[src/rtl/tot_pkg.sv]
`timescale 1ns / 1ps
package tot_pkg;

   // request kinds
   localparam logic REQ_WRITE = 1'b0;
   localparam logic REQ_QUERY = 1'b1;

   // vector kinds inside one triangle entry
   localparam logic [2:0] KIND_CENTER = 3'd0;
   localparam logic [2:0] KIND_NORMAL = 3'd1;
   localparam logic [2:0] KIND_V1     = 3'd2;
   localparam logic [2:0] KIND_V2     = 3'd3;
   localparam logic [2:0] KIND_V3     = 3'd4;

   // answer codes
   localparam logic [1:0] STATUS_VISIBLE    = 2'd0;
   localparam logic [1:0] STATUS_NOT_FACING = 2'd1;
   localparam logic [1:0] STATUS_OCCLUDED   = 2'd2;

   // control register indexes
   localparam logic CSR_TRIANGLE_COUNT = 1'b0;
   localparam logic CSR_TOLERANCE      = 1'b1;

   localparam logic signed [63:0] SAT_MAX = 64'sd2147483647;
   localparam logic signed [63:0] SAT_MIN = -64'sd2147483648;

   typedef struct packed {
      logic              req_type;
      logic [9:0]        entry_index;
      logic [2:0]        vec_kind;
      logic signed [31:0] comp_x;
      logic signed [31:0] comp_y;
      logic signed [31:0] comp_z;
      logic [9:0]        from_index;
      logic [9:0]        to_index;
   } req_payload_type;

   typedef struct packed {
      logic       visible;
      logic [1:0] status;
      logic [9:0] blocker_index;
   } rsp_payload_type;

   typedef struct packed {
      logic              done;
      logic              zero;
      logic signed [31:0] quot;
   } div_result_type;

   typedef enum logic [4:0] {
      ST_IDLE,
      ST_RD_CI,
      ST_RD_CJ,
      ST_RD_NI,
      ST_RD_NJ,
      ST_DOT_I,
      ST_CHK_I,
      ST_DOT_J,
      ST_CHK_J,
      ST_K_SCAN,
      ST_K_NK,
      ST_K_DEN,
      ST_K_CHK_DEN,
      ST_K_NUM,
      ST_K_DIV_BETA,
      ST_K_WAIT_BETA,
      ST_K_RD_W2,
      ST_K_RD_W3,
      ST_K_PJ,
      ST_K_PK,
      ST_K_UV,
      ST_K_BRANCH,
      ST_K_N1,
      ST_K_N2,
      ST_K_N3,
      ST_K_N4,
      ST_K_N5,
      ST_K_WAIT_B,
      ST_K_A1,
      ST_K_A2,
      ST_K_WAIT_A
   } tot_state_type;

   // pick component i of a packed {z, y, x} vector
   function automatic logic signed [31:0] vec_comp(logic [95:0] v, logic [1:0] i);
      logic [31:0] r;
      unique case (i)
         2'd0: r = v[31:0];
         2'd1: r = v[63:32];
         default: r = v[95:64];
      endcase
      return r;
   endfunction

   function automatic logic signed [63:0] sx64(logic [31:0] x);
      return {{32{x[31]}}, x};
   endfunction

   function automatic logic signed [33:0] ext34(logic [31:0] x);
      return {{2{x[31]}}, x};
   endfunction

   function automatic logic [32:0] mag33(logic [31:0] x);
      return x[31] ? ({1'b0, ~x} + 33'd1) : {1'b0, x};
   endfunction

   function automatic logic signed [31:0] sat64(logic signed [63:0] v);
      logic signed [31:0] r;
      if (v > SAT_MAX) r = 32'sh7FFF_FFFF;
      else if (v < SAT_MIN) r = 32'sh8000_0000;
      else r = v[31:0];
      return r;
   endfunction

   // a - b saturated to 32 bit signed
   function automatic logic signed [31:0] sub_sat(logic [31:0] a, logic [31:0] b);
      logic [32:0] d;
      logic [31:0] r;
      d = {a[31], a} - {b[31], b};
      if (d[32] != d[31]) r = d[32] ? 32'h8000_0000 : 32'h7FFF_FFFF;
      else r = d[31:0];
      return r;
   endfunction

endpackage

[src/rtl/tot_div.sv]
`timescale 1ns / 1ps
module tot_div
   import tot_pkg::*;
#(
   parameter int FRAC_BITS = 16
) (
   input  logic               clock,
   input  logic               reset,
   input  logic               start,
   input  logic signed [31:0] num,
   input  logic signed [31:0] den,
   output div_result_type     result
);

   localparam int NUMW = 32 + FRAC_BITS;
   localparam int CW   = $clog2(NUMW + 1);
   localparam logic [NUMW-1:0] HALF = NUMW'(64'h8000_0000);

   logic            busy_ff, busy_in;
   logic [CW-1:0]   cnt_ff, cnt_in;
   logic [31:0]     rem_ff, rem_in;
   logic [NUMW-1:0] dvd_ff, dvd_in;
   logic [31:0]     dvs_ff, dvs_in;
   logic            neg_ff, neg_in;
   div_result_type  res_ff, res_in;

   logic [32:0] rem_sh, rem_diff, num_mag, den_mag;
   logic        ge;

   always_comb begin
      busy_in = busy_ff;
      cnt_in  = cnt_ff;
      rem_in  = rem_ff;
      dvd_in  = dvd_ff;
      dvs_in  = dvs_ff;
      neg_in  = neg_ff;
      res_in  = res_ff;
      res_in.done = 1'b0;
      num_mag  = mag33(num);
      den_mag  = mag33(den);
      rem_sh   = {rem_ff, dvd_ff[NUMW-1]};
      ge       = rem_sh >= {1'b0, dvs_ff};
      rem_diff = rem_sh - {1'b0, dvs_ff};
      if (start) begin
         if (den == '0) begin
            res_in.done = 1'b1;
            res_in.zero = 1'b1;
            res_in.quot = '0;
         end else begin
            busy_in = 1'b1;
            cnt_in  = '0;
            rem_in  = '0;
            dvd_in  = {num_mag[31:0], {FRAC_BITS{1'b0}}};
            dvs_in  = den_mag[31:0];
            neg_in  = num[31] ^ den[31];
         end
      end else if (busy_ff) begin
         if (cnt_ff == CW'(NUMW)) begin
            // sign and saturate the magnitude quotient
            busy_in     = 1'b0;
            res_in.done = 1'b1;
            res_in.zero = 1'b0;
            if (neg_ff) begin
               res_in.quot = (dvd_ff > HALF) ? 32'sh8000_0000 : (~dvd_ff[31:0] + 32'd1);
            end else begin
               res_in.quot = (dvd_ff >= HALF) ? 32'sh7FFF_FFFF : dvd_ff[31:0];
            end
         end else begin
            cnt_in = cnt_ff + CW'(1);
            rem_in = ge ? rem_diff[31:0] : rem_sh[31:0];
            dvd_in = {dvd_ff[NUMW-2:0], ge};
         end
      end
   end

   always_ff @(posedge clock) begin
      if (reset) begin
         busy_ff     <= 1'b0;
         res_ff.done <= 1'b0;
      end else begin
         busy_ff <= busy_in;
         res_ff  <= res_in;
      end
   end

   always_ff @(posedge clock) begin
      cnt_ff <= cnt_in;
      rem_ff <= rem_in;
      dvd_ff <= dvd_in;
      dvs_ff <= dvs_in;
      neg_ff <= neg_in;
   end

   assign result = res_ff;

endmodule

[config.mk]
export PLATFORM = sky130hd
export DESIGN_NAME = tot_div
export DESIGN_NICKNAME = d
export VERILOG_FILES = /design/src/rtl/tot_pkg.sv /design/src/rtl/tot_div.sv
export SDC_FILE = /design/constraint.sdc
export NUM_CORES = 1
export LEC_CHECK = 0
export BUFFER_PORTS_ARGS = -buffer_cell sky130_fd_sc_hd__buf_2
export CAP_MARGIN = 15
export CORE_MARGIN = 1
export CORE_UTILIZATION = 45
export CTS_CLUSTER_DIAMETER = 40
export DETAILED_ROUTE_END_ITERATION = 10
export HOLD_SLACK_MARGIN = 0.03
export MAX_ROUTING_LAYER = met4
export PLACE_DENSITY = 0.68
export SLEW_MARGIN = 20
export SYNTH_ARGS = -nofsm -noshare
export SYNTH_HDL_FRONTEND = slang
export SYNTH_SLANG_ARGS = --single-unit
[constraint.sdc]
create_clock -name clock -period 21.7 [get_ports clock]
set_input_delay 5.425 -clock clock [delete_from_list [all_inputs] [get_ports clock]]
set_output_delay 5.425 -clock clock [all_outputs]
set_load 0.1 [all_outputs]
### Word-level counts from Yosys, hierarchy flattened

Cells that the tools add are included.

* flip-flop bits (word level): 154
* input port bits: 67
* logic and storage cells: 60

* add/sub/neg operators: 5
* magnitude comparators: 3
* equality and inequality tests: 4
* muxes and demuxes: 26
* bitwise gates (word level): 6
* reductions and logical operators: 6

Operator list (number)
* $mux 32: 9
* $mux 48: 4
* $mux 34: 4
* $add 32x1->32 const B: 3
* $not 32->32: 3
* $ge 48x32->1 const B: 1
* $gt 48x32->1 const B: 1
* $ge 33x32->1: 1
* $logic_not 32->1: 1
* $sub 32x32->32: 1
* $mux 31: 1
* $mux 6: 4
* $add 6x1->6 const B: 1
* $eq 6x6->1 const B: 1
* $mux 1: 4
* $ne 2x2->1 const B: 2
* $reduce_and 4->1: 1
* $reduce_bool 2->1: 2
* $reduce_and 3->1: 1
* $ne 2x1->1 const B: 1
* $not 1->1: 2
* $reduce_and 2->1: 1
* $xor 1x1->1: 1

### Logic depth before layout (Yosys ltp)

Gate-level depths: netlist of run 1.

* word-level depth: 7
* mapped depth: 14

### Worst setup path before layout of run 1

OpenSTA, ideal clock, no wires.

* path type: input to register
* start: input port start
* end: register cnt_ff[0], enable pin
* data arrival time: 11.637 ns
* path slack: 9.414 ns
* cell stages on the path: 3
* buffers on the path: 0
* cells stage by stage: inv_1 nand2_1 o21ai_0

* word-level cells in the longest chain between the ends: 2

Ends and longest elaborated chain
* start: declaration: line tot_div.sv:9 `input logic start,`
* $ne 2x2->1 (no source line) / $reduce_bool 2->1 (equally long branches)
* $reduce_and 3->1 (no source line) *
* end signal: assignment: line tot_div.sv:87 `cnt_ff <= cnt_in;`
* end: declaration: line tot_div.sv:20 `logic [CW-1:0] cnt_ff, cnt_in;`

Every way passes the cells marked *; elsewhere a longest branch is shown, timed or not.
A chain may end at the register's enable or synchronous reset.

### Worst setup path in the final report of run 1

* start: input port den[5]
* end: register rem_ff[14], enable pin

* word-level cells in the longest chain between the ends: 3

Ends and longest elaborated chain
* start: declaration: line tot_div.sv:11 `input logic signed [31:0] den,`
* $logic_not 32->1: line tot_div.sv:45 `if (den == '0) begin`
* $ne 2x2->1 (no source line)
* $reduce_and 3->1 (no source line)
* end signal: assignment: line tot_div.sv:88 `rem_ff <= rem_in;`
* end: declaration: line tot_div.sv:21 `logic [31:0] rem_ff, rem_in;`

Every way passes these cells.

==> summary.txt, run 1 <==
Synthesis
  • Most common cell in the synthesized netlist: edfxtp_1
  • Synth cell count leaders: edfxtp_1, nor2_1, a21oi_1, nand2_1
  • EDFF count, synth: 152
  • Synth Flop Type: edfxtp_1
  • Share of the synthesized area in the top cell type: 46.2%
  • Sequential share of the synthesized area: 46.6%
  • Synth Instances: 1020
  • Post-synth top area cell: edfxtp_1
  • Synth Warn #: 0
  • Yosys cell types: 61
  • Synthesized area: 9870 um^2
  • Synth async-reset ratio: 0%
  • Synth area leaders: edfxtp_1, nor2_1, xnor2_1
  • Seq cells post-synth: 154
  • Syn_nets: 1125
  • Synth Area per Inst: 9.68 um^2

Pwr
  • Peak supply drop: 54.3 uV
  • Pint: 0.686 mW
  • Net Sw Frac: 33.0%
  • P_sw: 0.338 mW
  • Clock share of power: 29.0%
  • Combinational Power Share: 32.0%
  • Leakage: 4.24 nW
  • Seq pwr share: 39.0%
  • Pwr Density: 91.3 nW/um^2

Finish
  • Fin util: 52.7%
  • Final #Nets: 1208
  • Layout cells sized above 1: 14.5%
  • Filler Cells Inserted: 1921
  • Syn-to-layout area delta: 13.6%
  • Antenna Cells: 0

Critical path
  • Arr. time, crit path: 9.32 ns
  • R2R Setup Slk: 17.90 ns
  • Worst Setup SP: den[5]
  • Worst setup SP type: input pin
  • Max FO, Critical Path: 58
  • FF-to-FF path depth: 10
  • Crit path kind: input pin to flip-flop
  • Reg2Reg Capture Point: rem_ff[30]
  • WP data required: 21.78 ns
  • R2r startpoint: rem_ff[2]
  • CP endpoint kind: flip-flop

Clock tree
  • Cts hold-fix bufs: 0
  • CTS resizes: 0
  • Htree depth: 4
  • Post-CTS Setup Bufs: 0
  • CTS tree: done
  • TritonCTS buffer count: 17
  • Skew-Pair Late Insertion Delay: 0.43 ns
  • CTS sink cnt: 154
  • CTS max path bufs: 2
  • Clk pin slew, worst setup/hold paths: 0.06 ns
  • Root buffer cell: clkbuf_16

Die
  • Die Ht: 150 um
  • Num rows: 53
  • Effective utilization at floorplan: 46.4%
  • Core Box Area: 21300 um^2
  • Io pins: 101
  • Die width: 150 um
  • Die ar.: 22500 um^2

STA
  • Max-slew headroom: 30.9%
  • Setup tns final: 0 ns
  • RSZ-0062 raised after global routing: false
  • Worst Tran Pin Value: 1.04 ns
  • Worst Skew: 0.00985 ns
  • # setup viols final: 0
  • Min cycle time layout: 9.24 ns
  • Final Max Slew Viols: 0
  • FMAX: 108 MHz
  • Hold Fails Final Rpt: 0
  • Final cycle utilization of the critical path: 42.6%

Route
  • Vias per inst: 5.65
  • Iter 0 DRT Violations: 547
  • DRC: 0
  • ANT nets after route: 0
  • Highest signal layer in the routed design: met4
  • Drt first pass iters: 7
  • Final WL: 21.7 mm
  • Vias: 7852
  • M1 wire length: 10.2 mm
  • Met3 wire length: 1.03 mm
  • Routed len/inst: 15.6 um
  • Metal2 WL: 10.3 mm

Worst hold path
  • Hold Path Depth: 2
  • Worst Hold End: busy_ff
  • HP Start: busy_ff
  • Hold Crit Class: flip-flop to flip-flop

Placement
  • DP HPWL: 15.8 mm
  • Routability cong.: 0.859
  • Port bufs: 100

GRT
  • Total congestion overflow: 0
  • Gr usage total: 20.6%
  • Initial antenna violation count: 0
  • Global-route wire length before repair: 35.7 mm
  • Vias in the first global route: 7235
  • Pin count of the biggest net entering global routing: 61

Flow run
  • Max Cap Viol: 0

Outcome
  • Outcome: completed
[power groups by stage]
stage,sequential [mW],combinational [mW],clock [mW]
5_1_grt,0.404,0.367,0.314
6_report,0.399,0.327,0.297
3_5_place_dp,0.404,0.325,0
2_1_floorplan,0.400,0.257,0
4_1_cts,0.399,0.327,0.302
3_3_place_gp,0.404,0.320,0
[worst max-delay path by stage]
stage / endpoint / slack (ns) / depth (start not counted)
2_1_floorplan: cnt_ff[0] / 9.41 / 3
3_3_place_gp: rem_ff[14] / 12.09 / 9
3_5_place_dp: dvd_ff[43] / 11.99 / 9
4_1_cts: dvd_ff[33] / 12.43 / 9
5_1_grt: rem_ff[14] / 12.07 / 9
6_report: rem_ff[14] / 12.46 / 9
[layer usage]
layer,GRT usage (%),vias to the layer above
li1,-,3916
met1,27.7,3715
met2,32.3,201
met3,3.12,20
met4,5.40,0
met5,-,-
[logic make-up after synthesis]
| kind of cell | Yosys count | share of synthesized area [%] |
|---|---|---|
| and+or+nand+nor | 362 | 17.6 |
| xor gates and xnor gates | 90 | 7.98 |
| DFF | 154 | 46.6 |
| buffers and inverters | 96 | 3.65 |
| AOI/OAI and AO/OA | 255 | 16.6 |
| adders and majority gates | 38 | 4.89 |
| muxes | 25 | 2.55 |
[worst max-delay path: stages]
cell and delay, ns:
buf_2 0.12, nor4_1 0.59, nand3_1 0.27, or3_1 0.49
or4_1 0.50, or4_1 0.57, o21ai_0 0.45, o21ai_4 0.37
buf_4 0.46
[area by class of cell]
class / count / area, um^2 / share of cell area [%]
Tap cell: 275 / 344 / 3.07
Multi-Input combinational cell: 770 / 4930 / 43.9
Sequential cell: 154 / 4600 / 41.1
Clock buffer: 17 / 425 / 3.79
Timing Repair Buffer: 106 / 548 / 4.89
Inverter: 54 / 203 / 1.81
Clock inverter: 14 / 164 / 1.46
[stage by stage]
step	area [um^2]	setup slack, ns	total power [mW]	hold WS, ns	instances
6_report	11200	12.46	1.02	0.487	1390
5_1_grt	11200	12.07	1.09	0.534	1390
4_1_cts	11200	12.43	1.03	0.488	1390
3_5_place_dp	10600	11.99	0.729	0.480	1359
3_3_place_gp	10600	12.09	0.724	0.482	1359
2_1_floorplan	9870	9.41	0.657	0.461	1020
[registers in the layout, summed over array words and instances, names as in the netlist]
register and count:
busy_ff 1, neg_ff 1, dvd_ff 48, result 34, rem_ff 32, dvs_ff 32
cnt_ff 6
[placed cells by master (no fill, tap or decap), types with 13 or more instances in the layout]
cell,netlist,routed
edfxtp_1,152,152
nor2_1,134,134
buf_2,0,99
a21oi_1,81,81
nand2_1,78,78
inv_1,53,53
xnor2_1,53,53
o21ai_0,44,43
xor2_1,37,37
ha_1,37,37
mux2i_1,24,24
nand3_1,22,22
o31ai_1,21,21
nor2b_1,21,21
nor3_1,21,20
a211oi_1,20,20
a21o_1,17,17
clkbuf_16,0,17
or4_1,13,13
nor4_1,13,13
or3_1,13,13
Power figures use the tool's default switching activity.
==> run 2: changes to the inputs <==
--- a/config.mk
+++ b/config.mk
@@ -13,7 +13,7 @@
 export DETAILED_ROUTE_END_ITERATION = 10
 export HOLD_SLACK_MARGIN = 0.03
 export MAX_ROUTING_LAYER = met4
-export PLACE_DENSITY = 0.68
+export PLACE_DENSITY = 0.7
 export SLEW_MARGIN = 20
 export SYNTH_ARGS = -nofsm -noshare
 export SYNTH_HDL_FRONTEND = slang
==> constraint.sdc (replaced) <==
create_clock -name clock -period 8.1 [get_ports clock]
set_input_delay 2.025 -clock clock [delete_from_list [all_inputs] [get_ports clock]]
set_output_delay 2.025 -clock clock [all_outputs]
set_load 0.1 [all_outputs]
==> summary.txt, run 2 (same netlist as run 1, synthesis figures left out) <==
GRT
  • Gr usage total: 20.4%
  • Initial antenna violation count: 0
  • Global-route wire length before repair: 35.3 mm
  • Total congestion overflow: 0
  • Vias in the first global route: 7230
  • Pin count of the biggest net entering global routing: 79

Route
  • Final WL: 21.6 mm
  • Routed len/inst: 15.6 um
  • DRC: 0
  • Iter 0 DRT Violations: 487
  • ANT nets after route: 0
  • Drt first pass iters: 5
  • Vias per inst: 5.70
  • Vias: 7917

Critical path
  • Sequence of cells on the critical path: buf_2 > nor4_1 > nand3_1 > or3_1 > or4_1 > or4_1 > o21ai_0 > o21ai_4 > buf_4
  • Crit path max-delay family: simple AND/OR/NAND/NOR gates
  • WP data required: 8.18 ns
  • Slowest CP cell: nor4_1
  • CP dominant cell by count: or4_1
  • Crit path kind: input pin to flip-flop
  • Max FO, Critical Path: 63
  • CP endpoint kind: flip-flop
  • Max incr delay on CP: 0.60 ns
  • Worst setup SP type: input pin
  • Arr. time, crit path: 5.92 ns
  • CP bufs+invs: 2

Finish
  • Final #Nets: 1208
  • Fin util: 52.6%
  • Layout cells sized above 1: 14.3%
  • Final Instance Area: 11200 um^2
  • Reg with most FFs: dvd_ff
  • Syn-to-layout area delta: 13.4%
  • Commonest non-fill, non-tap cell in the layout: edfxtp_1
  • Filler Cells Inserted: 1937
  • Largest register FFs: 48
  • Final non-filler cell total: 1390
  • Antenna Cells: 0
  • Most frequent cells in the layout: edfxtp_1, nor2_1, buf_2

Placement
  • Dpl cell area: 10600 um^2
  • Routability cong.: 0.866
  • Worst slack, placed: 1.79 ns
  • DP HPWL: 15.6 mm
  • Port bufs: 100
  • Cell total after placement: 1359

Worst hold path
  • Hold Crit Class: flip-flop to flip-flop

Clock tree
  • CTS max path bufs: 2
  • TritonCTS buffer count: 17
  • Root buffer cell: clkbuf_16
  • Skew-Pair Late Insertion Delay: 0.43 ns
  • Clk pin slew, worst setup/hold paths: 0.06 ns
  • CTS sink cnt: 154
  • Cts hold-fix bufs: 0
  • Htree depth: 4
  • CTS resizes: 0
  • CTS tree: done
  • Post-CTS Setup Bufs: 0

STA
  • FMAX: 171 MHz
  • Final Max Slew Viols: 0
  • Final cycle utilization of the critical path: 72.2%
  • Min cycle time layout: 5.85 ns
  • Final worst setup slack: 2.25 ns
  • Hold Fails Final Rpt: 0
  • RSZ-0062 raised after global routing: false
  • Hold_ws: 0.496 ns
  • Worst Skew: 0.00906 ns
  • # setup viols final: 0
  • Max-slew headroom: 28.9%
  • Setup tns final: 0 ns
  • Worst Tran Pin Value: 1.07 ns

Die
  • Effective utilization at floorplan: 46.4%
  • Io pins: 101
  • Num rows: 53
  • Die width: 150 um
  • Die ar.: 22500 um^2
  • Core Box Area: 21300 um^2
  • Die Ht: 150 um

Pwr
  • Leakage: 4.23 nW
  • Combinational Power Share: 32.2%
  • Clock share of power: 28.6%
  • Pwr Total: 2.73 mW
  • Net Sw Frac: 32.8%
  • Pwr Density: 244 nW/um^2
  • Peak supply drop: 234 uV
  • Seq pwr share: 39.1%
  • Pint: 1.84 mW
  • P_sw: 0.898 mW

Flow run
  • Max Cap Viol: 0

Outcome
  • Outcome: completed
-- run 2: cell count changes in the layout (fill, tap and decap cells not counted) --
| cell | previous run | this run |
|---|---|---|
| clkinv_1 | 1 | 2 |
| clkinvlp_4 | 3 | 1 |
| clkinv_4 | 1 | 2 |
| clkinv_2 | 2 | 1 |
| clkbuf_1 | 0 | 2 |
| clkinv_8 | 1 | 0 |
-- run 2: final timing paths --
kind                                 start         end  slack, ns  cells after the start
worst max register to register  dvd_ff[47]  rem_ff[30]       4.28                     12
worst min-delay path               busy_ff     busy_ff       0.50                      2
worst max-delay path                den[5]   rem_ff[7]       2.25                      9
worst min register to register     busy_ff     busy_ff       0.50                      2
-- run 2: final cells by class --
| type | count | area [um^2] | share of cell area [%] |
|---|---|---|---|
| well taps | 275 | 344 | 3.07 |
| clock buffers | 19 | 433 | 3.87 |
| clock inverters | 12 | 140 | 1.25 |
| repair buffers | 106 | 548 | 4.89 |
| inverters | 54 | 203 | 1.81 |
| multi-input cells | 770 | 4930 | 44.0 |
| flip-flops and latches | 154 | 4600 | 41.1 |
-- run 2: tightest hold or removal path: cells and delay by family (launching register included) --
family | cells | cell delay [ns]
DFF | 1 | 0.32
AOI/OAI and AO/OA | 2 | 0.13
-- run 2: per-layer routing --
layer / global-route usage (%) / part of all wire [%]
met5: - / 0
met4: 7.17 / 1.8
met3: 2.85 / 4.7
met2: 31.5 / 46
met1: 27.6 / 47
-- run 2: power groups by stage --
stage / clock (mW) / combinational [mW] / sequential (mW)
floorplan: 0 / 0.690 / 1.07
global placement: 0 / 0.855 / 1.08
detailed placement: 0 / 0.868 / 1.08
CTS: 0.798 / 0.876 / 1.07
global route: 0.826 / 0.984 / 1.08
finish: 0.783 / 0.881 / 1.07
